===== config.mk =====
export PLATFORM = sky130hd
export DESIGN_NAME = username_serial_hash_check
export DESIGN_NICKNAME = d
export VERILOG_FILES = /design/src/hdl/ush_pkg.sv /design/src/hdl/ush_accum.sv /design/src/hdl/ush_check.sv /design/src/hdl/username_serial_hash_check.sv
export SDC_FILE = /design/constraint.sdc
export NUM_CORES = 2
export LEC_CHECK = 0
export ABC_CLOCK_PERIOD_IN_PS = 10600
export BUFFER_PORTS_ARGS = -buffer_cell sky130_fd_sc_hd__buf_2
export CAP_MARGIN = 20
export CORE_ASPECT_RATIO = 1.5
export CORE_MARGIN = 2
export CORE_UTILIZATION = 43
export CTS_CLUSTER_DIAMETER = 200
export DETAILED_ROUTE_END_ITERATION = 16
export SLEW_MARGIN = 20
export SYNTH_ARGS = -nofsm -noshare
export SYNTH_HDL_FRONTEND = slang
export SYNTH_SLANG_ARGS = --single-unit

===== constraint.sdc =====
create_clock -name clk -period 10.6 [get_ports clk]
set_input_delay 0.53 -clock clk [delete_from_list [all_inputs] [get_ports clk]]
set_output_delay 0.53 -clock clk [all_outputs]
set_load 0.01 [all_outputs]

===== src/hdl/ush_pkg.sv =====
// Shared types, constants and helper functions for the username/serial check block.
// No dependencies; every other file in hdl/ refers to it by scoped names.
package ush_pkg;

	// Accumulator seeds and mixing constants
	localparam logic [31:0] FIRST_INIT    = 32'd5381;
	localparam logic [31:0] SECOND_INIT   = 32'd2166136261;
	localparam logic [31:0] SECOND_MULT   = 32'd16777619;
	localparam logic [31:0] REDUCE_MOD    = 32'd100000000;
	localparam logic [3:0]  SERIAL_DIGITS = 4'd8;

	// Reciprocal of REDUCE_MOD: q ~= (x * RECIP_MULT) >> RECIP_SHIFT, low by at most one
	localparam logic [11:0] RECIP_MULT  = 12'd2748;
	localparam int          RECIP_SHIFT = 38;
	localparam int          RECIP_W     = 32 + 12;
	localparam int          QUOT_W      = RECIP_W - RECIP_SHIFT;

	localparam int VALUE_W = 27;

	// Digit weights, first serial character is the most significant digit
	localparam logic [VALUE_W-1:0] POW10 [8] = '{
		27'd10000000, 27'd1000000, 27'd100000, 27'd10000,
		27'd1000,     27'd100,     27'd10,     27'd1
	};

	// Snapshot of the accumulators plus the serial candidate
	typedef struct packed {
		logic [31:0] first;
		logic [31:0] second;
		logic [63:0] serial_chars;
		logic [3:0]  serial_length;
	} snap_t;

	// Result item, laid out as it travels in the output tdata (lowest bit last)
	typedef struct packed {
		logic [VALUE_W-1:0] expected_value;
		logic               format_ok;
		logic               accepted;
	} result_t;

	// Combine the accumulators and run the 13/7/17 xorshift
	function automatic logic [31:0] mix_state(input logic [31:0] first, input logic [31:0] second);
		logic [31:0] m;
		m = first ^ (second >> 1);
		m = m ^ (m << 13);
		m = m ^ (m >> 7);
		m = m ^ (m << 17);
		return m;
	endfunction

endpackage


===== src/hdl/ush_accum.sv =====
// Input side: the two username accumulators, the position counter and the stage-1
// snapshot register taken on a check transaction. Uses ush_pkg.
module ush_accum (
	input  logic               clk,
	input  logic               arst_n,
	input  logic               in_valid,
	output logic               in_ready,
	input  logic               mode,
	input  logic [7:0]         name_char,
	input  logic [63:0]        serial_chars,
	input  logic [3:0]         serial_length,
	output ush_pkg::snap_t     snap_s1,
	output logic               snap_valid,
	input  logic               snap_ready
);

	logic [31:0] first_q;
	logic [31:0] second_q;
	logic [7:0]  pos_q;
	logic        valid_s1;
	logic        accept;

	logic [8:0]  first_term;
	logic [7:0]  pos_x17;
	logic [8:0]  second_term;
	logic [31:0] second_mixed;
	logic [31:0] first_d;
	logic [31:0] second_d;

	// Stage 1 frees up when empty or when stage 2 takes it
	assign in_ready   = !valid_s1 || snap_ready;
	assign accept     = in_valid && in_ready;
	assign snap_valid = valid_s1;

	// Per-byte update: first*33 ^ (c+p), (second ^ (c + 17p mod 256)) * FNV prime
	always_comb begin
		first_term   = {1'b0, name_char} + {1'b0, pos_q};
		pos_x17      = pos_q + {pos_q[3:0], 4'd0};
		second_term  = {1'b0, name_char} + {1'b0, pos_x17};
		first_d      = ({first_q[26:0], 5'd0} + first_q) ^ {23'd0, first_term};
		second_mixed = second_q ^ {23'd0, second_term};
		second_d     = second_mixed * ush_pkg::SECOND_MULT;
	end

	// Accumulators: fold on a name byte, back to seeds after a check
	always_ff @(posedge clk or negedge arst_n) begin
		if (!arst_n) begin
			first_q  <= ush_pkg::FIRST_INIT;
			second_q <= ush_pkg::SECOND_INIT;
			pos_q    <= 8'd0;
		end else if (accept) begin
			if (mode) begin
				first_q  <= ush_pkg::FIRST_INIT;
				second_q <= ush_pkg::SECOND_INIT;
				pos_q    <= 8'd0;
			end else begin
				first_q  <= first_d;
				second_q <= second_d;
				pos_q    <= pos_q + 8'd1;
			end
		end
	end

	// Stage-1 valid
	always_ff @(posedge clk or negedge arst_n) begin
		if (!arst_n) begin
			valid_s1 <= 1'b0;
		end else if (accept && mode) begin
			valid_s1 <= 1'b1;
		end else if (snap_ready) begin
			valid_s1 <= 1'b0;
		end
	end

	// Stage-1 payload: state as it stood before this check
	always_ff @(posedge clk) begin
		if (accept && mode) begin
			snap_s1.first         <= first_q;
			snap_s1.second        <= second_q;
			snap_s1.serial_chars  <= serial_chars;
			snap_s1.serial_length <= serial_length;
		end
	end

endmodule


===== src/hdl/ush_check.sv =====
// Check pipeline: xorshift and serial decode (stage 2), reciprocal quotient (stage 3),
// remainder, correction and compare feeding the result register. Uses ush_pkg.
module ush_check (
	input  logic               clk,
	input  logic               arst_n,
	input  ush_pkg::snap_t     snap_s1,
	input  logic               snap_valid,
	output logic               snap_ready,
	output ush_pkg::result_t   result,
	output logic               result_valid,
	input  logic               result_ready
);

	logic                          valid_s2;
	logic                          valid_s3;
	logic                          ready_s2;
	logic                          ready_s3;

	logic [31:0]                   mix_s2;
	logic                          fmt_s2;
	logic [ush_pkg::VALUE_W-1:0]   value_s2;

	logic [31:0]                   mix_s3;
	logic                          fmt_s3;
	logic [ush_pkg::VALUE_W-1:0]   value_s3;
	logic [ush_pkg::QUOT_W-1:0]    quot_s3;

	logic [31:0]                   mix_d;
	logic                          fmt_d;
	logic [ush_pkg::VALUE_W-1:0]   value_d;
	logic [7:0]                    ch;
	logic [ush_pkg::RECIP_W-1:0]   recip_prod;
	logic [31:0]                   quot_prod;
	logic [31:0]                   rem_raw;
	logic [31:0]                   rem_fix;

	// Backpressure chain
	assign ready_s3     = !valid_s3 || result_ready;
	assign ready_s2     = !valid_s2 || ready_s3;
	assign snap_ready   = ready_s2;
	assign result_valid = valid_s3;

	// Stage 2 logic: mix the state, validate and convert the eight digits
	always_comb begin
		mix_d   = ush_pkg::mix_state(snap_s1.first, snap_s1.second);
		fmt_d   = (snap_s1.serial_length == ush_pkg::SERIAL_DIGITS);
		value_d = '0;
		ch      = '0;
		for (int k = 0; k < 8; k++) begin
			ch = snap_s1.serial_chars[8*k +: 8];
			if (!(ch inside {[8'h30:8'h39]})) begin
				fmt_d = 1'b0;
			end
			value_d = value_d + ush_pkg::VALUE_W'(ch[3:0]) * ush_pkg::POW10[k];
		end
	end

	// Stage 3 logic: quotient estimate by reciprocal multiply
	assign recip_prod = ush_pkg::RECIP_W'(mix_s2) * ush_pkg::RECIP_W'(ush_pkg::RECIP_MULT);

	// Output logic: remainder with one correction step, then compare
	always_comb begin
		quot_prod = 32'(quot_s3) * ush_pkg::REDUCE_MOD;
		rem_raw   = mix_s3 - quot_prod;
		rem_fix   = (rem_raw >= ush_pkg::REDUCE_MOD) ? rem_raw - ush_pkg::REDUCE_MOD : rem_raw;
		result.expected_value = rem_fix[ush_pkg::VALUE_W-1:0];
		result.format_ok      = fmt_s3;
		result.accepted       = fmt_s3 && (value_s3 == rem_fix[ush_pkg::VALUE_W-1:0]);
	end

	// Stage valids
	always_ff @(posedge clk or negedge arst_n) begin
		if (!arst_n) begin
			valid_s2 <= 1'b0;
			valid_s3 <= 1'b0;
		end else begin
			if (ready_s2) begin
				valid_s2 <= snap_valid;
			end
			if (ready_s3) begin
				valid_s3 <= valid_s2;
			end
		end
	end

	// Stage payloads
	always_ff @(posedge clk) begin
		if (ready_s2 && snap_valid) begin
			mix_s2   <= mix_d;
			fmt_s2   <= fmt_d;
			value_s2 <= value_d;
		end
		if (ready_s3 && valid_s2) begin
			mix_s3   <= mix_s2;
			fmt_s3   <= fmt_s2;
			value_s3 <= value_s2;
			quot_s3  <= recip_prod[ush_pkg::RECIP_W-1:ush_pkg::RECIP_SHIFT];
		end
	end

endmodule


===== src/hdl/username_serial_hash_check.sv =====
// Top level of the username/serial check block: stream ports and result register.
// Depends on ush_pkg, ush_accum and ush_check.
//
// Username bytes arrive as mode 0 transactions (s_tuser = 0), one per cycle while
// s_tready is high, and fold into two 32-bit accumulators with no result. A mode 1
// transaction (s_tuser = 1) carries a serial candidate; it snapshots the accumulators,
// returns them to their seeds, and yields one result transaction: format_ok (length 8
// and all digits), the expected value in 0..99999999, and accepted. The block takes
// one transaction per cycle of either kind while s_tready is high; the bound is the
// per-byte accumulator update, a 32-bit constant multiply inside the accumulator
// feedback loop. A result passes the snapshot, mix/decode, quotient and result
// registers before it shows on m_tvalid, and up to four checks may be in flight;
// s_tready drops only while every stage is full and the result is not taken.
module username_serial_hash_check (
	input  logic        clk,
	input  logic        arst_n,
	input  logic        s_tvalid,
	output logic        s_tready,
	input  logic [79:0] s_tdata,  // [7:0] name_char, [71:8] serial_chars, [75:72] serial_length
	input  logic        s_tuser,  // [0] mode
	output logic        m_tvalid,
	input  logic        m_tready,
	output logic [31:0] m_tdata   // [0] accepted, [1] format_ok, [28:2] expected_value
);

	ush_pkg::snap_t   snap_s1;
	logic             snap_valid;
	logic             snap_ready;
	ush_pkg::result_t result;
	logic             result_valid;
	logic             result_ready;
	ush_pkg::result_t result_q;
	logic             m_tvalid_q;

	ush_accum u_accum (
		.clk           (clk),
		.arst_n        (arst_n),
		.in_valid      (s_tvalid),
		.in_ready      (s_tready),
		.mode          (s_tuser),
		.name_char     (s_tdata[7:0]),
		.serial_chars  (s_tdata[71:8]),
		.serial_length (s_tdata[75:72]),
		.snap_s1       (snap_s1),
		.snap_valid    (snap_valid),
		.snap_ready    (snap_ready)
	);

	ush_check u_check (
		.clk          (clk),
		.arst_n       (arst_n),
		.snap_s1      (snap_s1),
		.snap_valid   (snap_valid),
		.snap_ready   (snap_ready),
		.result       (result),
		.result_valid (result_valid),
		.result_ready (result_ready)
	);

	// Result register
	assign result_ready = !m_tvalid_q || m_tready;

	always_ff @(posedge clk or negedge arst_n) begin
		if (!arst_n) begin
			m_tvalid_q <= 1'b0;
		end else if (result_ready) begin
			m_tvalid_q <= result_valid;
		end
	end

	always_ff @(posedge clk) begin
		if (result_ready && result_valid) begin
			result_q <= result;
		end
	end

	assign m_tvalid = m_tvalid_q;
	assign m_tdata  = {3'd0, result_q.expected_value, result_q.format_ok, result_q.accepted};

	// A match is only reported for a well-formed serial
	assert property (@(posedge clk) disable iff (!arst_n)
		m_tvalid |-> !(m_tdata[0] && !m_tdata[1]))
		else $error("accepted set without format_ok");

	// Reduction always lands below the modulus
	assert property (@(posedge clk) disable iff (!arst_n)
		m_tvalid |-> ({3'd0, m_tdata[28:2]} < ush_pkg::REDUCE_MOD))
		else $error("expected_value out of range");

	// Input stalls only when the whole pipe is backed up behind a held result
	assert property (@(posedge clk) disable iff (!arst_n)
		!s_tready |-> (m_tvalid && !m_tready))
		else $error("input stalled without output backpressure");

endmodule

## Word level (Yosys, flattened, before mapping)

Cells that the tools add are included.
W data, S select, Z words.

- Bits in latches: 0
- Output and inout port bits: 34
- Input port bits: 85
- Logic and storage cells: 100
- Bits in read-only memories: 0
- Flip-flop bits (word level): 363
- Memories kept: 0
- Memory bits (writable): 0

- Add/subtract/negate cells: 14
- Divide/modulo/power cells: 0
- Reduce and logical (&&, ||, !) cells: 24
- Bitwise gates (word level): 6
- Order comparisons: 17
- Eq/ne operators: 2
- $mul: 10
- Mux-type cells: 6
- Shift-type cells: 0

Operators by type and width:

| cell | count |
|---|---|
| $ge A8 B6 Y1 const B | 8 |
| $le A8 B6 Y1 const B | 8 |
| $mux W32 | 2 |
| $xor A32 B32 Y32 | 2 |
| $xor A32 B9 Y32 | 2 |
| $mul A32 B10 Y42 const B | 1 |
| $add A32 B32 Y32 | 1 |
| $ge A32 B27 Y1 const B | 1 |
| $mul A32 B25 Y32 const B | 1 |
| $sub A32 B32 Y32 | 1 |
| $xor A32 B25 Y32 | 1 |
| $xor A32 B31 Y32 | 1 |
| $add A27 B11 Y27 | 1 |
| $add A27 B14 Y27 | 1 |
| $add A27 B18 Y27 | 1 |
| $add A27 B21 Y27 | 1 |
| $add A27 B24 Y27 | 1 |
| $add A27 B4 Y27 | 1 |
| $add A27 B8 Y27 | 1 |
| $eq A27 B27 Y1 | 1 |
| $mux W27 | 1 |
| $sub A27 B27 Y27 const B | 1 |
| $mul A6 B19 Y24 const B | 1 |
| $mul A4 B17 Y20 const B | 1 |
| other kinds (17) | 38 |

## Depth between registers and ports, before layout

- Word-level depth: 8
- Mapped depth: 33
- Mapped depth without buffers: 33

## By module

Synthesis repeated with hierarchy kept, for this count alone.

- Cell total of the unflattened synthesis: 3339
- Area, all modules: 36450.0 µm²

Modules (own cells, without submodules):

| module | area an instance (µm²) | instances | cells an instance |
|---|---|---|---|
| ush_check | 21089.0 | 1 | 2036 |
| ush_accum | 14410.1 | 1 | 1266 |
| username_serial_hash_check | 950.9 | 1 | 37 |

## Worst setup path after synthesis

Ideal clock, no wire load.

- Path type: input to register
- From: input s_tdata[0]
- To: register u_accum.second_q[27]
- Data arrival time: 7.473 ns
- Stages on the path: 33
- Required time: 10.478 ns
- Library setup time: 0.122 ns
- Path buffers: 0
- Setup slack: 3.005 ns
- Cell sequence: ha_1 -> fa_1 -> a21oi_1 -> o21bai_1 -> a21o_1 -> a21o_1 -> a21o_1 -> a21oi_1 -> xnor2_1 -> ha_1 -> ha_1 -> inv_1 -> fa_1 -> inv_1 -> ha_1 -> inv_1 -> fa_1 -> inv_1 -> ha_1 -> inv_1 -> fa_1 -> inv_1 -> ha_1 -> a21o_1 -> a21o_1 -> a21o_1 -> or3_1 -> a211oi_1 -> nor4b_1 -> or2_2 -> a21o_1 -> a211o_1 -> a32o_1

- Cells in the longest elaborated chain, start to end: 4

Ends and longest elaborated chain:

| what | line | text |
|---|---|---|
| from (decl) | username_serial_hash_check.sv:19 | `input logic [79:0] s_tdata,` |
| $add A8 B8 Y9 | ush_accum.sv:39 | `second_term = {1'b0, name_char} + {1'b0, pos_x17};` |
| $xor A32 B9 Y32 | ush_accum.sv:41 | `second_mixed = second_q ^ {23'd0, second_term};` |
| $mul A32 B25 Y32 | ush_accum.sv:42 | `second_d = second_mixed * ush_pkg::SECOND_MULT;` |
| $mux W32 | ush_accum.sv:52 | `if (mode) begin` |
| to (signal assigned) | ush_accum.sv:49 | `second_q <= ush_pkg::SECOND_INIT;` |
| to (signal assigned) | ush_accum.sv:54 | `second_q <= ush_pkg::SECOND_INIT;` |
| to (signal assigned) | ush_accum.sv:58 | `second_q <= second_d;` |
| to (decl) | ush_accum.sv:18 | `logic [31:0] second_q;` |

No other way between the ends.
A chain may end at the register's enable or synchronous reset.

==> summary.md <==
| Metric | Value |
|---|---|
| Gpl congestion | just under 0.9 |
| CP max stage cell | fa_1 |
| Residual DRC | 0 |
| Tightest Pin Transition | 1.06 ns |
| Post-Route WL | 77700 um |
| First-pass GRT wire length | ~130000 um |
| CTS Buffer Depth | 3 |
| Yosys top cell by area | edfxtp_1 |
| Vias | 23.1k |
| CP Max Fanout | 14 |
| Post-Syn Area per Cell | 11.0 um2 |
| Post-cts resize count | 0 |
| Worst Hold Depth | 1 |
| Cell Area, Synth | 0.0360 mm2 |
| Area share of the largest cell type after synthesis | 23.9% |
| Most common cell in the netlist | inv_1 |
| Sequential Area | 0.0105 mm2 |
| Iteration-0 DRC Markers | a little over 1k |
| Met2 wire len | 40700 um |
| Setup crit end kind | register |
| Share of layout cells above drive strength 1 | under 10% |
| Core Region | 0.0833 mm2 |
| Setup crit start kind | register |
| Pre-antenna DRT Iters | 5 |
| R2r setup slk | 2.15 ns |
| Wire length per cell | 17.0 um |
| Largest net degree at the start of global routing | 70 |
| GRT Overall Usage | 18.7% |
| WS Path Type | register to register |
| Row cnt | 130 |
| Nets | 4419 |
| CTS H-Tree Depth | 2 |
| Clk_skew | 0.0168 ns |
| Fill cells | 7943 |
| Vias per cell | between 5 and 6 |
| Hpwl dp | 63000 um |
| Unrepaired setup endpoints after global routing | no |
| Total of max-cap violations | 0 |
| Worst path max stage delay | 0.70 ns |
| Final Cycle Share | 79.7% |
| Initial antenna violation count | 0 |
| TNS Setup | 0 ns |
| Status | finished, final reports clean |
| Area grow syn2layout | 8.89% |
| WP data required | 11.05 ns |
| Synth top cells by count | 627 x inv_1, 619 x ha_1, 311 x fa_1 |
| Clk_lat worst skew | 0.59 ns |
| RR Startpoint | u_check.quot_s3[4]$_DFFE_PP_ |
| Slew Limit Headroom | 29.0% |
| #FFs+latches synth | about 360 |
| Seq/Total Area, Yosys | 29.2% |
| DR top layer | met4 |
| Num ports | 119 |
| Crit path DAT | roughly 8.9 ns |
| Worst Hold Class | input pin to register |
| Vias in the first global route | 24.1k |
| Distinct cells, synth | 104 |
| Clock Pin Slew Worst Setup and Hold Paths | 0.07 ns |
| Endpoints failing setup | 0 |
| Die X | 240 um |
| Async SR Flop Fraction | 21.0% |
| Top FF cell, synth | edfxtp_1 |
| Initial Util | 43.2% |
| Root Buffer | clkbuf_16 |
| Die area | 0.0861 mm2 |
| Metal3 WL | approximately 2200 um |
| Hold Fails Final Rpt | 0 |
| Synth Instances | 3275 |
| Reg2reg path depth | 28 |
| Syn. warnings | 0 |
| Global route overflow | 0 |
| Fin crit period | 8.45 ns |
| Main area contributors after synthesis | edfxtp_1 24%, ha_1 22%, fa_1 17% |
| Total CTS buffers | 41 |
| Max Freq | 118 MHz |
| Die height | between 300 and 400 um |
| Ant diodes | 0 |
| CTS sink cnt | 362 |
| EDFF count, synth | 286 |
| Hold path endpoint | u_accum.snap_s1[4]$_DFFE_PP_ |
| CTS tree | built |
| Antenna viol nets, final | 0 |
| Fin. max-slew vios | 0 |
| HP Start | s_tdata[8] |
| Area of the multi-input gates | 0.0228 mm2 |
| Worst R2R End | m_tdata[0]$_DFFE_PP_ |
| Input/output buffers | 111 |
| Metal1 wirelength | 31900 um |
==> worst max-delay path, delay by kind of cell (launching register included) <==
kind	cells	cell delay, ns
xor gates and xnor gates	1	0.18
AOI/OAI and AO/OA	14	3.48
buffers and inverters	3	0.32
adders and majority gates	5	2.43
DFF	1	0.49
and+or+nand+nor	5	1.43
==> placed cells by master (no fill, tap or decap), types with 8 or more instances in the layout <==
master,Yosys,layout
inv_1,627,626
or2_2,10,10
and4_1,8,8
ha_1,619,619
nand3_1,28,28
o21a_1,23,23
or3_1,10,10
a211oi_1,14,14
and2_1,13,11
dfstp_2,19,19
nand4_1,15,15
buf_4,9,15
nand2b_1,15,14
buf_2,0,110
a21oi_1,147,147
a21o_1,65,65
clkinvlp_4,0,9
xnor2_1,214,214
o21ai_0,110,110
o21bai_1,22,22
nor3_1,34,34
clkbuf_16,0,41
dfrtp_1,57,57
fa_1,311,311
xor2_1,103,103
o31ai_1,10,10
edfxtp_1,286,286
nand2_1,131,130
nor2_1,98,98
and3_1,19,19
nand3b_1,8,8
o211ai_1,12,12
nor2b_1,24,23
a31oi_1,26,26
==> metal layers <==
layer,vias up,global-route usage (%)
li1,11300,-
met5,-,0
met2,323,34.6
met1,11300,22.1
met4,0,6.83
met3,143,2.16
==> cell type report <==
class	instances	share of cell area [%]
Tap cell	1122	3.58
Clock inverter	30	0.849
Sequential cell	362	26.8
Inverter	627	6.01
Multi-Input combinational cell	2246	58.3
Timing Repair Buffer	126	1.72
Clock buffer	46	2.72
==> timing repair <==
item	4_1_cts	5_1_grt
hold endpoints to repair	20	0
hold buffers	1	0
setup buffers	0	0
==> state kept, by name, indices dropped and copies added (netlist names), 6 cells and up <==
register / flops
u_check.quot_s3: 6
u_accum.first_q: 32
u_accum.pos_q: 8
u_check.value_s3: 27
u_accum.snap_s1: 131
m_tdata: 29
u_accum.second_q: 32
u_check.mix_s2: 32
u_check.mix_s3: 32
u_check.value_s2: 27
==> metrics by stage <==
step	worst slack, ns	instance area (um2)	hold slack [ns]	cells	utilization [%]
after floorplan	3.01	36000	0.234	3277	-
after global placement	2.30	37800	0.401	4482	45.4
after detailed placement	2.25	37800	0.405	4482	45.4
after CTS	2.21	39200	0.0673	4559	47.1
after global routing	1.58	39200	0.0841	4559	47.1
final	2.15	39200	0.112	4559	47.1
==> cell families after synthesis <==
family / count (synthesis) / synth area share (%)
other: 1 / 0.0104
buffers and inverters: 669 / 7.38
adder cells (fa/ha/maj): 930 / 38.8
AND/OR/NAND/NOR: 458 / 6.58
multiplexers: 9 / 0.261
flip-flops: 362 / 29.2
AO/OA/AOI/OAI: 525 / 9.79
XOR/XNOR: 321 / 7.96
==> worst max path at each step <==
stage,end,from,slack (ns),cells past startpoint
after global placement,m_tdata[0]$_DFFE_PP_,u_check.quot_s3[4]$_DFFE_PP_,2.30,28
after detailed placement,m_tdata[0]$_DFFE_PP_,u_check.quot_s3[4]$_DFFE_PP_,2.25,28
after CTS,m_tdata[0]$_DFFE_PP_,u_check.quot_s3[4]$_DFFE_PP_,2.21,28
after global routing,m_tdata[0]$_DFFE_PP_,u_check.quot_s3[4]$_DFFE_PP_,1.58,28
final,m_tdata[0]$_DFFE_PP_,u_check.quot_s3[4]$_DFFE_PP_,2.15,28
after floorplan,u_accum.second_q[27]$_DFFE_PN0P_,s_tdata[0],3.01,33
Power is not shown: default switching activity piles up to over one toggle a cycle in this logic, so the estimate is an artifact.
